<file path="src/tm2d_pkg.sv">
// Package for the 2D tape machine: command codes, heading type, stack sizing
// and the instruction pointer step. No dependencies.
`timescale 1ns / 1ps
`default_nettype none

package tm2d_pkg;

    localparam int unsigned STACK_DEPTH = 64;
    localparam int unsigned LVL_W       = $clog2(STACK_DEPTH + 1);
    localparam int unsigned SIDX_W      = (STACK_DEPTH > 1) ? $clog2(STACK_DEPTH) : 1;
    localparam int unsigned TAPE_DEPTH  = 256;

    localparam logic [7:0] CMD_PTR_DEC = 8'h3C; // <
    localparam logic [7:0] CMD_PTR_INC = 8'h3E; // >
    localparam logic [7:0] CMD_INC     = 8'h2B; // +
    localparam logic [7:0] CMD_DEC     = 8'h2D; // -
    localparam logic [7:0] CMD_OUT     = 8'h2E; // .
    localparam logic [7:0] CMD_IN      = 8'h2C; // ,
    localparam logic [7:0] CMD_SKIPZ   = 8'h2F; // /
    localparam logic [7:0] CMD_UP      = 8'h55; // U
    localparam logic [7:0] CMD_DOWN    = 8'h44; // D
    localparam logic [7:0] CMD_LEFT    = 8'h4C; // L
    localparam logic [7:0] CMD_RIGHT   = 8'h52; // R
    localparam logic [7:0] CMD_PUSH    = 8'h56; // V
    localparam logic [7:0] CMD_POP     = 8'h5E; // ^
    localparam logic [7:0] CMD_PEEK    = 8'h21; // !
    localparam logic [7:0] CMD_CLR     = 8'h29; // )
    localparam logic [7:0] CMD_HALT    = 8'h3B; // ;
    localparam logic [7:0] CMD_LOADP   = 8'h7E; // ~
    localparam logic [7:0] CMD_STORE   = 8'h26; // &
    localparam logic [7:0] CMD_JUMP    = 8'h28; // (

    typedef enum logic [1:0] {
        HEAD_RIGHT = 2'd0,
        HEAD_DOWN  = 2'd1,
        HEAD_LEFT  = 2'd2,
        HEAD_UP    = 2'd3
    } heading_t;

    // Returns {y, x} after one cell of travel in heading d.
    function automatic logic [15:0] step_ip(heading_t d, logic [7:0] x, logic [7:0] y);
        logic [15:0] r;
        begin
            r = {y, x};
            case (d)
                HEAD_RIGHT: r = {y, x + 8'd1};
                HEAD_DOWN:  r = {y + 8'd1, x};
                HEAD_LEFT:  r = {y, x - 8'd1};
                HEAD_UP:    r = {y - 8'd1, x};
                default:    r = {y, x};
            endcase
            return r;
        end
    endfunction

endpackage

`default_nettype wire

</file>
<file path="src/tape_machine_2d_instruction_step.sv">
// Top level of the 2D tape machine: executes one program character per transfer.
// Uses tm2d_pkg for command codes, heading type and stack sizing.
//
// Usage:
//   Input channel (in_valid/in_ready) carries func, cell_present and in_byte, the
//   character under the instruction pointer as fetched outside. The result channel
//   (res_valid/res_ready) returns next_x/next_y/heading for the next fetch, plus
//   the emitted byte, halt flag, command count and stack drop flag.
//   An item passes the input register, the registered tape read and the
//   execute step, which writes back and moves the data pointer, before the
//   result register shows it. The next tape read waits until the current
//   item has executed; after '&' (store coordinates) it also waits for the
//   second write, as the tape has a single write port and '&' writes two cells.
//   An input register takes the next item while the current one executes, and
//   an output register holds a result while the receiver stalls; execution
//   waits only when that output register is still full.
//   Reset clears the tape (through per-cell valid bits, no clearing pass), the
//   pointers, heading, stack level, count and halt flag; stack contents are
//   left undefined. After ';' every item returns the held position, halted = 1.
`timescale 1ns / 1ps
`default_nettype none

module tape_machine_2d_instruction_step (
    input  logic                      clk,
    input  logic                      rst_n,
    input  logic                      in_valid,
    output logic                      in_ready,
    input  logic [7:0]                func,
    input  logic                      cell_present,
    input  logic [7:0]                in_byte,
    output logic                      res_valid,
    input  logic                      res_ready,
    output logic [7:0]                next_x,
    output logic [7:0]                next_y,
    output tm2d_pkg::heading_t        heading,
    output logic                      out_valid,
    output logic [7:0]                out_byte,
    output logic                      halted,
    output logic [31:0]               executed_count,
    output logic                      stack_full_drop
);
    import tm2d_pkg::*;

    // memories
    logic [7:0] tape_mem [TAPE_DEPTH];
    logic [7:0] stk_mem  [STACK_DEPTH];
    logic [TAPE_DEPTH-1:0] tvld_reg;

    // architectural state
    logic [7:0]       dp_reg;
    logic [7:0]       ipx_reg;
    logic [7:0]       ipy_reg;
    heading_t         dir_reg;
    logic [LVL_W-1:0] lvl_reg;
    logic [31:0]      cnt_reg;
    logic             stopped_reg;

    // input register
    logic       s1_valid_reg;
    logic [7:0] s1_func_reg;
    logic       s1_present_reg;
    logic [7:0] s1_byte_reg;

    // execute stage
    logic       s2_valid_reg;
    logic [7:0] s2_func_reg;
    logic       s2_present_reg;
    logic [7:0] s2_byte_reg;
    logic [7:0] rq0_reg;
    logic [7:0] rq1_reg;
    logic       rvld0_reg;
    logic       rvld1_reg;
    logic [7:0] sq_reg;

    // pending second tape write of '&'
    logic       wr2_pend_reg;
    logic [7:0] wr2_addr_reg;
    logic [7:0] wr2_data_reg;

    // result register
    logic        res_valid_reg;
    logic [7:0]  rx_reg;
    logic [7:0]  ry_reg;
    heading_t    rdir_reg;
    logic        remit_reg;
    logic [7:0]  rbyte_reg;
    logic        rhalt_reg;
    logic [31:0] rcnt_reg;
    logic        rdrop_reg;

    // execute results
    logic [7:0]       dp_next;
    logic [7:0]       ipx_next;
    logic [7:0]       ipy_next;
    heading_t         dir_next;
    logic [LVL_W-1:0] lvl_next;
    logic [31:0]      cnt_next;
    logic             stopped_next;
    logic             emit_c;
    logic             drop_c;
    logic             known_c;
    logic             skip_c;
    logic             twe_c;
    logic [7:0]       twdata_c;
    logic             swe_c;
    logic             wr2_c;
    logic [15:0]      ip_a;
    logic [15:0]      ip_b;
    logic [7:0]       cur_byte;
    logic [7:0]       nxt_byte;

    logic             issue;
    logic             exec;
    logic [7:0]       dp_inc;
    logic [LVL_W-1:0] lvl_dec;
    logic             tw_en;
    logic [7:0]       tw_addr;
    logic [7:0]       tw_data;

    // Reads are issued only when nothing executes and no write is pending,
    // so the tape and stack never need forwarding.
    assign issue    = s1_valid_reg && !s2_valid_reg && !wr2_pend_reg;
    assign exec     = s2_valid_reg && (!res_valid_reg || res_ready);
    assign in_ready = !s1_valid_reg || issue;

    assign dp_inc  = dp_reg + 8'd1;
    assign lvl_dec = lvl_reg - {{(LVL_W-1){1'b0}}, 1'b1};

    assign cur_byte = rvld0_reg ? rq0_reg : 8'h00;
    assign nxt_byte = rvld1_reg ? rq1_reg : 8'h00;

    always_comb
    begin
        dp_next      = dp_reg;
        ipx_next     = ipx_reg;
        ipy_next     = ipy_reg;
        dir_next     = dir_reg;
        lvl_next     = lvl_reg;
        cnt_next     = cnt_reg;
        stopped_next = stopped_reg;
        emit_c       = 1'b0;
        drop_c       = 1'b0;
        known_c      = 1'b1;
        skip_c       = 1'b0;
        twe_c        = 1'b0;
        twdata_c     = 8'h00;
        swe_c        = 1'b0;
        wr2_c        = 1'b0;
        ip_a         = {ipy_reg, ipx_reg};
        ip_b         = {ipy_reg, ipx_reg};
        if (!stopped_reg)
        begin
            if (s2_present_reg)
            begin
                case (s2_func_reg)
                    CMD_PTR_DEC: if (dp_reg != 8'h00) dp_next = dp_reg - 8'd1;
                    CMD_PTR_INC: if (dp_reg != 8'hFF) dp_next = dp_inc;
                    CMD_INC:
                    begin
                        twe_c    = 1'b1;
                        twdata_c = cur_byte + 8'd1;
                    end
                    CMD_DEC:
                    begin
                        twe_c    = 1'b1;
                        twdata_c = cur_byte - 8'd1;
                    end
                    CMD_OUT:     emit_c = 1'b1;
                    CMD_IN:
                    begin
                        twe_c    = 1'b1;
                        twdata_c = s2_byte_reg;
                    end
                    CMD_SKIPZ:   skip_c = (cur_byte == 8'h00);
                    CMD_UP:      dir_next = HEAD_UP;
                    CMD_DOWN:    dir_next = HEAD_DOWN;
                    CMD_LEFT:    dir_next = HEAD_LEFT;
                    CMD_RIGHT:   dir_next = HEAD_RIGHT;
                    CMD_PUSH:
                    begin
                        if (lvl_reg < LVL_W'(STACK_DEPTH))
                        begin
                            swe_c    = 1'b1;
                            lvl_next = lvl_reg + {{(LVL_W-1){1'b0}}, 1'b1};
                        end
                        else
                        begin
                            drop_c = 1'b1;
                        end
                    end
                    CMD_POP:     if (lvl_reg != '0) lvl_next = lvl_dec;
                    CMD_PEEK:
                    begin
                        if (lvl_reg != '0)
                        begin
                            twe_c    = 1'b1;
                            twdata_c = sq_reg;
                        end
                    end
                    CMD_CLR:
                    begin
                        twe_c    = 1'b1;
                        twdata_c = 8'h00;
                    end
                    CMD_HALT:    stopped_next = 1'b1;
                    CMD_LOADP:   dp_next = cur_byte;
                    CMD_STORE:
                    begin
                        twe_c    = 1'b1;
                        twdata_c = ipx_reg;
                        wr2_c    = 1'b1;
                    end
                    CMD_JUMP:
                    begin
                        ipx_next = cur_byte;
                        ipy_next = nxt_byte;
                    end
                    default:     known_c = 1'b0;
                endcase
                if (known_c)
                    cnt_next = cnt_reg + 32'd1;
            end
            ip_a = step_ip(dir_next, ipx_next, ipy_next);
            ip_b = skip_c ? step_ip(dir_next, ip_a[7:0], ip_a[15:8]) : ip_a;
            ipx_next = ip_b[7:0];
            ipy_next = ip_b[15:8];
        end
    end

    // single tape write port, shared by execute and the deferred '&' write
    assign tw_en   = (exec && twe_c) || wr2_pend_reg;
    assign tw_addr = wr2_pend_reg ? wr2_addr_reg : dp_reg;
    assign tw_data = wr2_pend_reg ? wr2_data_reg : twdata_c;

    always_ff @(posedge clk)
    begin
        if (tw_en)
            tape_mem[tw_addr] <= tw_data;
        if (issue)
        begin
            rq0_reg <= tape_mem[dp_reg];
            rq1_reg <= tape_mem[dp_inc];
        end
    end

    always_ff @(posedge clk)
    begin
        if (exec && swe_c)
            stk_mem[lvl_reg[SIDX_W-1:0]] <= cur_byte;
        if (issue)
            sq_reg <= stk_mem[lvl_dec[SIDX_W-1:0]];
    end

    // control state
    always_ff @(posedge clk or negedge rst_n)
    begin
        if (!rst_n)
        begin
            tvld_reg      <= '0;
            rvld0_reg     <= 1'b0;
            rvld1_reg     <= 1'b0;
            dp_reg        <= 8'h00;
            ipx_reg       <= 8'h00;
            ipy_reg       <= 8'h00;
            dir_reg       <= HEAD_RIGHT;
            lvl_reg       <= '0;
            cnt_reg       <= 32'd0;
            stopped_reg   <= 1'b0;
            s1_valid_reg  <= 1'b0;
            s2_valid_reg  <= 1'b0;
            wr2_pend_reg  <= 1'b0;
            res_valid_reg <= 1'b0;
        end
        else
        begin
            if (tw_en)
                tvld_reg[tw_addr] <= 1'b1;
            if (issue)
            begin
                rvld0_reg <= tvld_reg[dp_reg];
                rvld1_reg <= tvld_reg[dp_inc];
            end

            if (in_valid && in_ready)
                s1_valid_reg <= 1'b1;
            else if (issue)
                s1_valid_reg <= 1'b0;

            if (issue)
                s2_valid_reg <= 1'b1;
            else if (exec)
                s2_valid_reg <= 1'b0;

            wr2_pend_reg <= exec && wr2_c;

            if (exec)
            begin
                dp_reg      <= dp_next;
                ipx_reg     <= ipx_next;
                ipy_reg     <= ipy_next;
                dir_reg     <= dir_next;
                lvl_reg     <= lvl_next;
                cnt_reg     <= cnt_next;
                stopped_reg <= stopped_next;
            end

            if (exec)
                res_valid_reg <= 1'b1;
            else if (res_ready)
                res_valid_reg <= 1'b0;
        end
    end

    // payload registers
    always_ff @(posedge clk)
    begin
        if (in_valid && in_ready)
        begin
            s1_func_reg    <= func;
            s1_present_reg <= cell_present;
            s1_byte_reg    <= in_byte;
        end
        if (issue)
        begin
            s2_func_reg    <= s1_func_reg;
            s2_present_reg <= s1_present_reg;
            s2_byte_reg    <= s1_byte_reg;
        end
        if (exec)
        begin
            wr2_addr_reg <= dp_inc;
            wr2_data_reg <= ipy_reg;
            rx_reg       <= ipx_next;
            ry_reg       <= ipy_next;
            rdir_reg     <= dir_next;
            remit_reg    <= emit_c;
            rbyte_reg    <= emit_c ? cur_byte : 8'h00;
            rhalt_reg    <= stopped_next;
            rcnt_reg     <= cnt_next;
            rdrop_reg    <= drop_c;
        end
    end

    assign res_valid       = res_valid_reg;
    assign next_x          = rx_reg;
    assign next_y          = ry_reg;
    assign heading         = rdir_reg;
    assign out_valid       = remit_reg;
    assign out_byte        = rbyte_reg;
    assign halted          = rhalt_reg;
    assign executed_count  = rcnt_reg;
    assign stack_full_drop = rdrop_reg;

endmodule

`default_nettype wire

</file>
<file path="config.mk">
export PLATFORM = sky130hd
export DESIGN_NAME = tape_machine_2d_instruction_step
export DESIGN_NICKNAME = d
export VERILOG_FILES = /design/src/tm2d_pkg.sv /design/src/tape_machine_2d_instruction_step.sv
export SDC_FILE = /design/constraint.sdc
export NUM_CORES = 2
export LEC_CHECK = 0
export CELL_PAD_IN_SITES_DETAIL_PLACEMENT = 1
export CELL_PAD_IN_SITES_GLOBAL_PLACEMENT = 1
export CORE_UTILIZATION = 54
export DETAILED_ROUTE_END_ITERATION = 16
export DONT_BUFFER_PORTS = 1
export PLACE_DENSITY_LB_ADDON = 0.1
export SYNTH_ARGS = -nofsm -noshare
export SYNTH_HDL_FRONTEND = slang
export SYNTH_SLANG_ARGS = --single-unit
</file>
<file path="constraint.sdc">
create_clock -name clk -period 19.57 [get_ports clk]
set_clock_uncertainty 0.2 [all_clocks]
set_input_delay 0.9785 -clock clk [delete_from_list [all_inputs] [get_ports clk]]
set_output_delay 0.9785 -clock clk [all_outputs]
set_load 0.05 [all_outputs]
</file>
After elaboration in Yosys (flattened, before gate mapping). Memories as Yosys holds them, arrays and structs flattened. A register that Yosys moved wholly into a read port is not among the register bits. Index checks and enable logic that the tools add are counted.

Logic and storage cells: 185. Register bits: 439. Output and inout bits: 63. Input bits: 21. Memories: 2. RAM bits: 2560.

Memory list: tape_mem (words 256, bits a word 8, rd ports 2, clocked after Yosys merged registers in 2, write ports 1, line tape_machine_2d_instruction_step.sv:45) `logic [7:0] tape_mem [TAPE_DEPTH];`; stk_mem (words 64, bits a word 8, rd ports 1, clocked after Yosys merged registers in 1, write ports 1, line tape_machine_2d_instruction_step.sv:46) `logic [7:0] stk_mem [STACK_DEPTH];`.

Add/sub/neg operators: 15. Bitwise operators: 4. Order comparisons: 5. Reduce and logical (&&, ||, !) cells: 29. Equal/unequal tests: 27. Multiplexer cells: 73.

Operator list (count): $or A256 B256 Y256 (1); $mux W8 (17); $pmux W16 S4 (2); $eq A8 B6 Y1 const B (12); $mux W32 (3); $eq A8 B7 Y1 const B (7); $add A8 B1 Y8 const B (6); $sub A8 B1 Y8 const B (6); $pmux W8 S5 (1); $mux W1 (36); $add A32 B1 Y32 const B (1); $mux W16 (2); $lt A8 B9 Y1 const B (3); $pmux W8 S3 (1); $reduce_or A19 Y1 (1); $bmux W1 S8 (2); $mux W7 (2); $pmux W7 S2 (1); $reduce_and A6 Y1 (2); $demux W1 S8 (1); $ge A8 B1 Y1 const B (1); $logic_and A1 B1 Y1 (8); $logic_not A8 Y1 (1); $ne A2 B2 Y1 const B (4); other kinds (19) (32).

Logic depth before layout (Yosys ltp).
Depth in word-level cells: 11. Mapped depth: 25. Gate-level depth less buffers: 22.

Least setup slack after synthesis. OpenSTA, ideal clock, no wires.

Kind: register to register. From: register s2_func_reg[7]. To: memory tape_mem[0][7], data pin. Buffers on the path: 2. Setup slack: 3.781 ns. Clock period less this slack: 15.789 ns. Data required time: 17.180 ns. Cell stages (with the launch flop): 15. Library setup time: 2.190 ns. Data arrival time: 13.400 ns. Cell sequence: edfxtp_1 or4b_1 buf_2 clkbuf_1 nor3_1 ha_1 a21o_1 a21o_1 a21o_1 a21oi_1 o21bai_1 a21oi_1 xnor2_1 a221oi_1 o21ai_0.

Word-level cells in the longest chain between the ends: 5. Elaborated cells between the ends (all ways): 9. Classes of those cells: eq/ne (5); mux (4).

RTL lines: from (decl) (line tape_machine_2d_instruction_step.sv:66) `logic [7:0] s2_func_reg;`; from (signal assigned) (line tape_machine_2d_instruction_step.sv:325) `s2_func_reg <= s1_func_reg;`; $eq A8 B6 Y1 (line tape_machine_2d_instruction_step.sv:155) `case (s2_func_reg)`; $pmux W8 S5 (*) (line tape_machine_2d_instruction_step.sv:155); $mux W8 (*) (line tape_machine_2d_instruction_step.sv:153) `if (s2_present_reg)`; $mux W8 (*) (line tape_machine_2d_instruction_step.sv:151) `if (!stopped_reg)`; $mux W8 (*) (line tape_machine_2d_instruction_step.sv:233) `assign tw_data = wr2_pend_reg ? wr2_data_reg : twdata_c;`; net tw_data[7] (line tape_machine_2d_instruction_step.sv:118) `logic [7:0] tw_data;`; to (decl) (line tape_machine_2d_instruction_step.sv:45).

The timed path passes the listed nets; every way through them passes the cells marked *.

Worst setup path in the final report.
From: register s2_func_reg[3]. To: register rx_reg[7], in the netlist next_x[7], data pin.

Word-level cells in the longest chain between the ends: 11. Elaborated cells between the ends (all ways): 28. Classes of those cells: add/sub (4); eq/ne (9); mux (14); reduce/logical (1).

RTL lines: $eq A8 B6 Y1 / $eq A8 B7 Y1 (equally long branches) (line tape_machine_2d_instruction_step.sv:155); $mux W8 / $pmux W2 S4 (equally long branches) (line tape_machine_2d_instruction_step.sv:155); $mux W8 / $mux W2 (equally long branches) (line tape_machine_2d_instruction_step.sv:153); $mux W8 / $mux W2 (equally long branches) (line tape_machine_2d_instruction_step.sv:151); $sub A8 B1 Y8, or another cell as far along (line tm2d_pkg.sv:48) `HEAD_LEFT: r = {y, x - 8'd1};`; $pmux W16 S4 (line tm2d_pkg.sv:45) `case (d)`; $mux W16 (line tape_machine_2d_instruction_step.sv:151); $sub A8 B1 Y8 / $add A8 B1 Y8 (equally long branches) (line tm2d_pkg.sv:48, tm2d_pkg.sv:46); $pmux W16 S4 (line tm2d_pkg.sv:45); $mux W16 (*) (line tape_machine_2d_instruction_step.sv:224) `ip_b = skip_c ? step_ip(dir_next, ip_a[7:0], ip_a[15:8]) : ip_a;`; $mux W8 (*) (line tape_machine_2d_instruction_step.sv:151); net ipx_next[7] (line tape_machine_2d_instruction_step.sv:93) `logic [7:0] ipx_next;`; to (signal assigned) (line tape_machine_2d_instruction_step.sv:333) `rx_reg <= ipx_next;`; to (decl) (line tape_machine_2d_instruction_step.sv:82) `logic [7:0] rx_reg;`.

The timed path passes the listed nets; every way through them passes the cells marked *. The select of a mux whose other input is x is not followed. A chain may end at the register's enable or synchronous reset.

==> summary.txt <==
Status - complete, no violations
Syn Nets - 7,124
Count leader, synth - edfxtp_1
Simple-gate share of the synthesized area - 4.37%
Initial Util - 54.4%
Multiplexer share of the synthesized area - 26.6%
CTS tree - yes
Cell area after layout - 155,000 µm²
Unrepaired setup endpoints after global routing - false
Max rail drop VDD - 0.162 mV
Adder-cell share of the synthesized area - 0.357%
Max FFs per register - 2,048
Critical path fanouts, max - 22
Crit-path slowest cell - nor2_1
Area contributors post-synth - edfxtp_1, mux4_2, dfrtp_1
Total number of vias - 78,954
Worst hold path class - in2reg
Final GP Congestion - 0.865
Maxcap violations - 0
Vias in the first global route - 80,660
Initial antenna violation count - 26
Worst-margin pin slew - 1.45 ns
Mean Syn Cell Area - 19.5 µm²
H-tree Lvls - 5
Max Transition Viols Final - 0
Crit path largest cell delay - 0.87 ns
Global-route track usage on met1 - 47.4%
Critical Path RT - 19.99 ns
Critical Path, Cell by Cell - or3b_1 > a2111oi_0 > mux2i_1 > nor2_1 > ha_1 > nand4_1 > or4_4 > nand3_2 > or4b_4 > a31oi_2 > a21o_1 > a21oi_1 > ha_1 > inv_1 > nor2_1 > a221oi_1 > a21o_1 > o2111ai_4 > xnor2_1 > or4_1 > o311a_1
Power per cell area - 121 nW/µm²
Sink Count - 3,023
Number of buffers created by CTS - 328
First-pass GRT wire length - 617 mm
Critical path data arrival time - 8.11 ns
Cell Area, Placed - 144,000 µm²
Total track usage - 34.0%
Final WS setup - 11.88 ns
DP Wirelength - 266 mm
Pre-CTS WS - 11.83 ns
Largest net degree at the start of global routing - 329
Post-synth EDFFs - 2,695
Main combinational cell family by area after synthesis - multiplexers
Area delta synth->final - 11.9%
Leak - 0.0446 µW
Post-synthesis compound-gate area fraction - 1.94%
Starting DRT DRC Count - 10,559
Post-synthesis register bit count - 3,023
Die width - 508 µm
1st-pass router iterations - 5
Top post-synthesis cells by count - edfxtp_1, mux4_2, nor2_1
Sequential area share after synthesis - 64.5%
Crit start category - flip-flop
DR vias/cell - 7.23
Core footprint - 254,000 µm²
Number of buffers added on ports - 0
Total gr overflow - 0
# resized after CTS - 0
Final Cycle Share - 39.3%
Total negative slack - 0 ns
Mapped Area - 138,000 µm²
Relative slew slack - 3.07%
Post-synthesis cell count - 7,066
CTS root buf - clkbuf_16
Residual DRC - 0
Worst skew pair latency - 0.90 ns
Setup Crit Path Kind - reg2reg
Worst setup EP type - flip-flop
Post-Synth XOR/XNOR Area - 0.710%
Antenna viol nets, final - 0
Final nets - 7,324
Highest clock rate - 130 MHz
Num rows - 185
CTS clk-pin slew, worst paths - 0.06 ns
Die Ht - 508 µm
Warnings from Yosys - 0
Die area - 258,000 µm²
Async set-reset flop share out of synthesis - 10.9%
Tmin final - 7.69 ns
Post-DR wirelength/cell - 39.7 µm
Final hold vios - 0
Ports - 84
Most used routing layer - met2
Max clock buf depth - 4
Synth Flop Type - edfxtp_1
Met3 usage - 7.94%
Met2 Use GR - 52.1%
Ratio of cells with drive above 1 in the final layout - 37.1%
Library cells used by synthesis - 91
Synth top area share - 58.6%
Final WL - 433 mm
# setup viols final - 0
Area leader, netlist - edfxtp_1
==> per-stage QoR <==
| stage | util (%) | power (µW) | cells | hold WS [ns] |
|---|---|---|---|---|
| 3_5_place_dp | 56.5 | 12500 | 10280 | 0.215 |
| 6_report | 60.8 | 18700 | 10914 | 0.161 |
| 4_1_cts | 60.8 | 18700 | 10897 | 0.108 |
| 2_1_floorplan | - | 10900 | 7066 | 0.200 |
| 5_1_grt | 60.8 | 19200 | 10901 | 0.150 |
| 3_3_place_gp | 56.5 | 12500 | 10279 | 0.237 |
==> cells by family after synthesis <==
logic type / Yosys count
multiplexers: 1680
adder cells (fa/ha/maj): 37
flip-flops: 3023
AND/OR/NAND/NOR: 1284
AO/OA/AOI/OAI: 383
buffers and inverters: 547
XOR/XNOR: 112
==> worst paths after layout <==
kind | start | endpoint | slack [ns] | cells after the start
worst max-delay path | s2_func_reg[3] | next_x[7] | 11.88 | 21
worst min-delay path | res_ready | s2_valid_reg | 0.16 | 2
worst max register to register | s2_func_reg[3] | next_x[7] | 11.88 | 21
worst min register to register | s1_byte_reg[1] | s2_byte_reg[1] | 0.25 | 0
max in group asynchronous | rst_n | tvld_reg[73] | 16.70 | 4
min in group asynchronous | rst_n | tvld_reg[143] | 0.51 | 2
==> where the power goes <==
part           leakage (µW)  switching [µW]  internal (µW)
clock               0.00523            2640           3600
sequential           0.0252             352           7170
combinational        0.0141            2980           1920
==> what timing repair did <==
| item | 4_1_cts | 5_1_grt |
|---|---|---|
| endpoints found under the hold margin | 346 | 107 |
| setup buffers | 0 | 0 |
| hold buffers | 19 | 1 |
| endpoints found under the setup margin | 0 | 0 |
==> area by class of cell <==
class                      instances  area [µm²]
clock buffer                     411        8800
antenna                           14        35.0
inverter                          53         210
fill                           21131       99500
clock inverter                   187        1890
multi-input combinational       3496       47300
timing repair buffer             364        3040
sequential                      3023       89200
tap                             3366        4210
==> layer usage <==
layer | vias to the layer above | share of wire, %
met1 | 42921 | 37
met5 | - | 0.015
met3 | 975 | 11
met4 | 10 | 5.0
li1 | 30126 | -
met2 | 4922 | 47
==> placed cells by master, fill, tap and decap left out, drive strengths merged, types with 15 or more instances in the layout <==
| cell | Yosys | final |
|---|---|---|
| clkinv | 2 | 131 |
| dlygate4sd3 | 0 | 19 |
| buf | 192 | 345 |
| a21o | 16 | 16 |
| o221ai | 21 | 21 |
| nand2 | 358 | 358 |
| o21ai | 79 | 79 |
| o32ai | 16 | 16 |
| o22ai | 24 | 24 |
| nand3 | 77 | 77 |
| xor2 | 46 | 46 |
| bufinv | 0 | 30 |
| nor4 | 19 | 19 |
| or2 | 261 | 261 |
| edfxtp | 2695 | 2695 |
| xnor2 | 66 | 66 |
| a31oi | 22 | 22 |
| ha | 33 | 33 |
| a21oi | 67 | 67 |
| mux2i | 77 | 77 |
| and3 | 33 | 33 |
| nand2b | 15 | 15 |
| dfrtp | 328 | 328 |
| nor2 | 414 | 414 |
| mux4 | 1589 | 1589 |
| inv | 51 | 65 |
| clkbuf | 302 | 411 |
| a311oi | 27 | 27 |
| nor3 | 43 | 43 |
==> worst max-delay path, delay by kind of cell, from the launching register on <==
kind / cells / cell delay, ns
flops: 1 / 0.84
fa+ha+maj: 2 / 0.62
simple gates: 8 / 2.95
mux: 1 / 0.33
compound gates: 8 / 2.19
buf+inv: 1 / 0.08
xor+xnor: 1 / 0.19
No activity file was read; power rests on OpenSTA's default activity.
